[src/rtl/tsc_pkg.sv]
// ----------------------------------------------------------------------------
// tsc_pkg
// Shared types and constants of the trigger timestamp sync checker.
// ----------------------------------------------------------------------------
package tsc_pkg;

  localparam int FIDUCIAL_MODULUS = 131040;

  // seconds per fiducial rollover
  localparam int ROLLOVER_SECS = FIDUCIAL_MODULUS / 360;
  localparam logic [31:0] ROLL_SECS_32 = 32'(ROLLOVER_SECS);

  // reciprocal of the rollover seconds, exact floor for any 32-bit dividend
  localparam int ROLL_LOG2 = $clog2(ROLLOVER_SECS);
  localparam int RECIP_SHIFT = 32 + ROLL_LOG2;
  localparam logic [32:0] RECIP =
    33'(((64'd1 << RECIP_SHIFT) + 64'(ROLLOVER_SECS - 1)) / 64'(ROLLOVER_SECS));

  localparam logic [31:0] FID_MOD_32 = 32'(FIDUCIAL_MODULUS);

  // request codes
  localparam logic [1:0] REQ_TRIGGER = 2'd0;
  localparam logic [1:0] REQ_RESET   = 2'd1;
  localparam logic [1:0] REQ_RESYNC  = 2'd2;
  localparam logic [1:0] REQ_NOP     = 2'd3;

  // configuration register indexes
  localparam logic [0:0] CFG_MAX_GAP      = 1'd0;
  localparam logic [0:0] CFG_UNSYNC_LIMIT = 1'd1;

  localparam logic [19:0] MAX_GAP_RESET      = 20'd21600;
  localparam logic [15:0] UNSYNC_LIMIT_RESET = 16'd240;

  typedef struct packed {
    logic [1:0]  req_type;
    logic [16:0] fiducial;
    logic [31:0] clock_seconds;
    logic [29:0] clock_nanoseconds;
    logic        has_detector_data;
    logic [31:0] detector_time_ms;
  } in_item_t;

  typedef struct packed {
    logic        out_of_sync;
    logic        raise_alarm;
    logic [31:0] fiducial_delta;
    logic [15:0] unsync_frames;
  } out_item_t;

  typedef enum logic [2:0] {
    S_IDLE,
    S_MUL,
    S_ROLL,
    S_NFID,
    S_CMP,
    S_DONE
  } state_t;

  typedef struct packed {
    logic load;
    logic mul;
    logic roll;
    logic nfid;
    logic cmp;
    logic commit;
  } cmd_t;

  typedef struct packed {
    logic in_trigger;
    logic out_free;
  } status_t;

endpackage

[src/rtl/tsc_datapath.sv]
// ----------------------------------------------------------------------------
// tsc_datapath
// Time difference, rollover count, fiducial delta, sync test and state.
// ----------------------------------------------------------------------------
module tsc_datapath (
  input  logic               clk,
  input  logic               rst,
  input  tsc_pkg::cmd_t      cmd,
  output tsc_pkg::status_t   status,
  input  tsc_pkg::in_item_t  in_data,
  output logic               out_valid,
  input  logic               out_stall,
  output tsc_pkg::out_item_t out_data,
  input  logic               cfg_write,
  input  logic [0:0]         cfg_index,
  input  logic [19:0]        cfg_data
);

  // configuration
  logic [19:0] max_gap;
  logic [15:0] unsync_limit;

  // block state
  logic        baseline_pending;
  logic        in_sync;
  logic        alarm_armed;
  logic [15:0] unsync_count;
  logic [16:0] base_fiducial;
  logic [31:0] base_seconds;
  logic [29:0] base_nanoseconds;
  logic [31:0] base_detector_time;

  // captured request
  tsc_pkg::in_item_t item;

  // working registers
  logic signed [32:0] dsec;
  logic signed [30:0] dnsec;
  logic [31:0]        quo;
  logic [31:0]        nroll;
  logic               pos;
  logic [31:0]        ddt;
  logic [31:0]        nfid;
  logic               fail;

  logic [64:0]        recip_prod;
  logic [31:0]        quo_back;
  logic               borrow;
  logic [31:0]        nfid_calc;
  logic [31:0]        fid_diff;
  logic [39:0]        a_term;
  logic [39:0]        b_term;
  logic [39:0]        abs_diff;
  logic               sync_next;
  logic [15:0]        count_inc;
  tsc_pkg::out_item_t res;

  assign status.in_trigger = (in_data.req_type == tsc_pkg::REQ_TRIGGER);
  assign status.out_free   = !out_valid || !out_stall;

  // whole rollovers: seconds over the rollover span by reciprocal multiply,
  // one less when the seconds divide evenly and the nanoseconds went backward
  assign recip_prod = {33'd0, dsec[31:0]} * {32'd0, tsc_pkg::RECIP};
  assign quo_back   = quo * tsc_pkg::ROLL_SECS_32;
  assign borrow     = (quo_back == dsec[31:0]) && dnsec[30];

  always_comb begin
    fid_diff = 32'(item.fiducial) - 32'(base_fiducial);
    if (nroll != '0) begin
      nfid_calc = 32'(tsc_pkg::FID_MOD_32 * nroll) + fid_diff;
    end else if (fid_diff[31]) begin
      nfid_calc = fid_diff + tsc_pkg::FID_MOD_32;
    end else begin
      nfid_calc = fid_diff;
    end
  end

  always_comb begin
    a_term = 40'(ddt) * 40'd36;
    b_term = 40'(nfid) * 40'd100;
    abs_diff = (a_term > b_term) ? (a_term - b_term) : (b_term - a_term);
  end

  // a mismatch over a long gap is forgiven while in sync
  assign sync_next = !(fail && ((nfid < 32'(max_gap)) || !in_sync));
  assign count_inc = (unsync_count != 16'hFFFF) ? (unsync_count + 16'd1) : unsync_count;

  // result of the request being committed
  always_comb begin
    res = '0;
    res.unsync_frames = unsync_count;
    case (item.req_type)
      tsc_pkg::REQ_TRIGGER: begin
        res.fiducial_delta = nfid;
        if (item.has_detector_data && !baseline_pending) begin
          if (!sync_next) begin
            res.out_of_sync = 1'b1;
            res.unsync_frames = count_inc;
            res.raise_alarm = (count_inc > unsync_limit) && alarm_armed;
          end else begin
            res.unsync_frames = '0;
          end
        end
      end
      tsc_pkg::REQ_RESYNC: begin
        res.unsync_frames = '0;
      end
      default: ;
    endcase
  end

  // configuration writes
  always_ff @(posedge clk) begin
    if (rst) begin
      max_gap <= tsc_pkg::MAX_GAP_RESET;
      unsync_limit <= tsc_pkg::UNSYNC_LIMIT_RESET;
    end else if (cfg_write) begin
      case (cfg_index)
        tsc_pkg::CFG_MAX_GAP:      max_gap <= cfg_data;
        tsc_pkg::CFG_UNSYNC_LIMIT: unsync_limit <= cfg_data[15:0];
        default: ;
      endcase
    end
  end

  // arithmetic pipeline, no reset needed
  always_ff @(posedge clk) begin
    if (cmd.load) begin
      item <= in_data;
      dsec <= $signed({1'b0, in_data.clock_seconds}) - $signed({1'b0, base_seconds});
      dnsec <= $signed({1'b0, in_data.clock_nanoseconds}) - $signed({1'b0, base_nanoseconds});
      ddt <= in_data.detector_time_ms - base_detector_time;
    end
    if (cmd.mul) begin
      quo <= 32'(recip_prod >> tsc_pkg::RECIP_SHIFT);
      // with |dnsec| below one second the difference is positive exactly here
      pos <= !dsec[32] && (dsec != '0);
    end
    if (cmd.roll) begin
      nroll <= pos ? (quo - {31'd0, borrow}) : '0;
    end
    if (cmd.nfid) begin
      nfid <= nfid_calc;
    end
    if (cmd.cmp) begin
      fail <= abs_diff > 40'(nfid);
    end
  end

  // state update and result register
  always_ff @(posedge clk) begin
    if (rst) begin
      baseline_pending <= 1'b1;
      in_sync <= 1'b1;
      alarm_armed <= 1'b1;
      unsync_count <= '0;
      base_fiducial <= '0;
      base_seconds <= '0;
      base_nanoseconds <= '0;
      base_detector_time <= '0;
      out_valid <= 1'b0;
    end else begin
      if (cmd.commit) begin
        out_valid <= 1'b1;
      end else if (!out_stall) begin
        out_valid <= 1'b0;
      end
      if (cmd.commit) begin
        out_data <= res;
        case (item.req_type)
          tsc_pkg::REQ_TRIGGER: begin
            if (item.has_detector_data) begin
              if (baseline_pending) begin
                baseline_pending <= 1'b0;
                base_fiducial <= item.fiducial;
                base_seconds <= item.clock_seconds;
                base_nanoseconds <= item.clock_nanoseconds;
                base_detector_time <= item.detector_time_ms;
              end else begin
                in_sync <= sync_next;
                if (!sync_next) begin
                  unsync_count <= count_inc;
                  if (res.raise_alarm) begin
                    alarm_armed <= 1'b0;
                  end
                end else begin
                  unsync_count <= '0;
                  base_fiducial <= item.fiducial;
                  base_seconds <= item.clock_seconds;
                  base_nanoseconds <= item.clock_nanoseconds;
                  base_detector_time <= item.detector_time_ms;
                end
              end
            end
          end
          tsc_pkg::REQ_RESET: begin
            baseline_pending <= 1'b1;
          end
          tsc_pkg::REQ_RESYNC: begin
            in_sync <= 1'b1;
            unsync_count <= '0;
            alarm_armed <= 1'b1;
          end
          tsc_pkg::REQ_NOP: ;
          default: ;
        endcase
      end
    end
  end

endmodule

[config.mk]
export PLATFORM = sky130hd
export DESIGN_NAME = tsc_datapath
export DESIGN_NICKNAME = d
export VERILOG_FILES = /design/src/rtl/tsc_pkg.sv /design/src/rtl/tsc_datapath.sv
export SDC_FILE = /design/constraint.sdc
export NUM_CORES = 2
export LEC_CHECK = 0
export BUFFER_PORTS_ARGS = -buffer_cell sky130_fd_sc_hd__buf_2
export CELL_PAD_IN_SITES_DETAIL_PLACEMENT = 2
export CELL_PAD_IN_SITES_GLOBAL_PLACEMENT = 2
export CORE_ASPECT_RATIO = 2
export CORE_UTILIZATION = 46
export CTS_BUF_LIST = sky130_fd_sc_hd__clkbuf_2 sky130_fd_sc_hd__clkbuf_4 sky130_fd_sc_hd__clkbuf_8
export CTS_CLUSTER_SIZE = 40
export DETAILED_ROUTE_END_ITERATION = 16
export PLACE_DENSITY_LB_ADDON = 0.1
export SYNTH_ARGS = -nofsm -noshare
export SYNTH_HDL_FRONTEND = slang
export SYNTH_SLANG_ARGS = --single-unit
export TNS_END_PERCENT = 30
[constraint.sdc]
create_clock -name clk -period 15.8 [get_ports clk]
set_input_delay 0.79 -clock clk [delete_from_list [all_inputs] [get_ports clk]]
set_output_delay 0.79 -clock clk [all_outputs]
set_load 0.005 [all_outputs]
==> impl_metrics.ini <==
[run_status]
outcome = finished, final reports clean

[logic_synthesis]
ys_seq_area_share_pct = 24.3
synth.most_common_cell = inv_1
syn_area_mm2 = 0.0524
avgSynthCellArea_um2 = 9.60
ys_warn_count = 0
mappedNetlistNets = 6953
synth_edf_count = 313
ys_types = 87
synthTopCellsByArea = ha_1 (21%), edfxtp_1 (18%), fa_1 (17%), inv_1 (6.6%), dfxtp_1 (6.4%)
ys_ff_latch = 480
async_reset_ff_share_pct = 0
synth_area_leader_cell = ha_1
synthTopCellsByCount = inv_1 (925), ha_1 (893), fa_1 (456), nand2_1 (456), a21oi_1 (409)
synth_top_flop_cell = edfxtp_1
synth_cells = 5459
post-synth-top-area-fraction_pct = 21.3

[clock_tree]
clock_latency_ns = 0.80
clk_path_buf_depth = 3
clk_pin_slew_ns = 0.07
post_cts_resized = 0
ctsHoldBuffers = 0
cts_tree = done
numCtsBuffers = 80
clkSinkCount = 480
post_cts_buffers = 0
root_buffer = clkbuf_8
htreeDepth = 3

[timing]
worst_pin_slew_ns = 1.32
clock.fmax_mhz = 103
period_needed_ns = 9.75
final_hold_viol_count = 0
setup_viol = 0
relSlewSlack_pct = 11.2
finClkSkew_ns = 0.0496
fin_setup_tns_ns = 0
rsz0062_at_grt = no
final_max_slew_viol_count = 0
fin_crit_sh_pct = 61.7

[die]
die_x_um = 241
ioPinCount = 198
die_y_um = 479
rows = 174
core_area_mm2 = 0.113
die-area_mm2 = 0.115
start_util_pct = 46.5

[critical_path]
critPathMaxStageDelay_ns = 0.50
required_ns = 16.30
crit_arrival_ns = 10.25
slowest_stage = edfxtp_1
startpoint_type = flop
worstSetupEndpointType = flop
cp_max_fo = 41
crit_type = reg -> reg

[global_routing]
grt_pass1_wl_um = 313000
grt_start_max_net_pins = 91
grt-ovfl-total = 0
grt_use_total_pct = 37.3
grt_pass1_vias = 50897
antenna_found_initial = 6

[route]
drc = 0
wl_um = 210000
first_iter_violations = 1251
vias = 42456
via_per_inst = 5.88
ant_nets = 0
wl_per_cell_um = 29.1
dr.pass1.iters = 5

[place]
io_buffers = 197
place_hpwl_um = 173000
gp_congestion = 0.980

[min_path]
min-delay-path-class = in -> reg

[finish]
area_delta_synth_final_pct = 8.45
drive_gt1_share_pct = 7.15
multi_input_area_mm2 = 0.0358
fillCellCount = 11939
final_nets = 7148
area.sequential_mm2 = 0.0127

[job]
drv_cap = 0
[state kept, by name (all words and copies together), names as in the netlist, 16 cells and up]
signal              cells
nroll                  25
base_seconds           32
dsec                   33
nfid                   32
base_nanoseconds       30
max_gap                20
out_data               50
item                  114
ddt                    32
unsync_count           16
base_detector_time     32
unsync_limit           16
base_fiducial          17
quo                    24
[cell families after synthesis]
group           count (synthesis)  share of synthesized area (%)
compound gates               1111                           13.4
xor+xnor                      317                           5.30
fa+ha+maj                    1349                           38.7
buf+inv                      1036                           7.46
flops                         480                           24.3
mux                            27                          0.530
simple gates                 1139                           10.2
[layer usage]
metal | vias to the layer above | part of all wire [%] | GRT usage, %
met2 | 1184 | 55 | 70.6
met3 | 904 | 3.6 | 6.34
met5 | - | 0.0052 | 0
met4 | 2 | 14 | 42.4
li1 | 18913 | - | -
met1 | 21453 | 28 | 29.2
[critical path: cells and delay by family, from the launching register on]
family          cells  cell delay (ns)
flops               1             0.50
xor+xnor            2             0.65
simple gates        9             1.01
buf+inv             4             0.57
fa+ha+maj           6             2.16
compound gates     22             4.57
[per-stage QoR]
| step | worst slack [ns] | area [µm²] | hold WS [ns] | instances | util [%] |
|---|---|---|---|---|---|
| finish | 6.05 | 56800 | 0.182 | 7221 | 50.5 |
| global route | 5.19 | 56800 | 0.146 | 7219 | 50.5 |
| CTS | 6.14 | 56800 | 0.116 | 7217 | 50.5 |
| detailed placement | 6.19 | 55100 | 0.452 | 7068 | 48.9 |
| global placement | 6.33 | 55100 | 0.442 | 7068 | 48.9 |
| floorplan | 7.69 | 52400 | 0.436 | 5459 | - |
[final timing paths]
| kind | start | cells after the start | endpoint | slack [ns] |
|---|---|---|---|---|
| worst max-delay path | nfid[4] | 43 | fail | 6.05 |
| worst min-delay path | in_data[43] | 1 | item[43] | 0.18 |
| worst min register to register | base_detector_time[28] | 2 | base_detector_time[28] | 0.46 |
| worst max register to register | nfid[4] | 43 | fail | 6.05 |
[layout make-up]
cell class / instances / area share [%]
inverter: 926 / 6.12
sequential: 480 / 22.4
multi-input combinational: 3943 / 63.0
timing repair buffer: 223 / 2.11
clock inverter: 34 / 0.555
antenna: 4 / 0.0176
clock buffer: 115 / 2.50
tap: 1496 / 3.29
[layout by cell type (no fill, tap or decap), types with 16 or more instances in the layout]
| master | Yosys | final |
|---|---|---|
| nand4_1 | 53 | 53 |
| a211oi_1 | 35 | 35 |
| nor2_1 | 200 | 198 |
| o21ai_1 | 29 | 30 |
| a22oi_1 | 16 | 16 |
| edfxtp_1 | 313 | 313 |
| nand2b_1 | 66 | 66 |
| nor3_1 | 97 | 95 |
| a21o_1 | 151 | 151 |
| dfxtp_1 | 167 | 167 |
| o21bai_1 | 38 | 38 |
| and3_1 | 28 | 28 |
| nand2_1 | 456 | 456 |
| xor2_1 | 108 | 108 |
| a22o_1 | 17 | 17 |
| mux2i_1 | 21 | 21 |
| fa_1 | 456 | 456 |
| ha_1 | 893 | 893 |
| o21ai_0 | 161 | 159 |
| clkbuf_4 | 0 | 26 |
| buf_2 | 3 | 195 |
| and2_1 | 26 | 26 |
| or3_1 | 18 | 18 |
| nand3_1 | 71 | 71 |
| clkbuf_8 | 0 | 90 |
| inv_1 | 925 | 925 |
| a31oi_1 | 28 | 28 |
| nor2b_1 | 64 | 63 |
| o21a_1 | 43 | 43 |
| xnor2_1 | 209 | 209 |
| buf_4 | 2 | 26 |
| a21oi_1 | 409 | 409 |
Power is not shown: default switching activity piles up to over one toggle a cycle in this logic, so the estimate is an artifact.
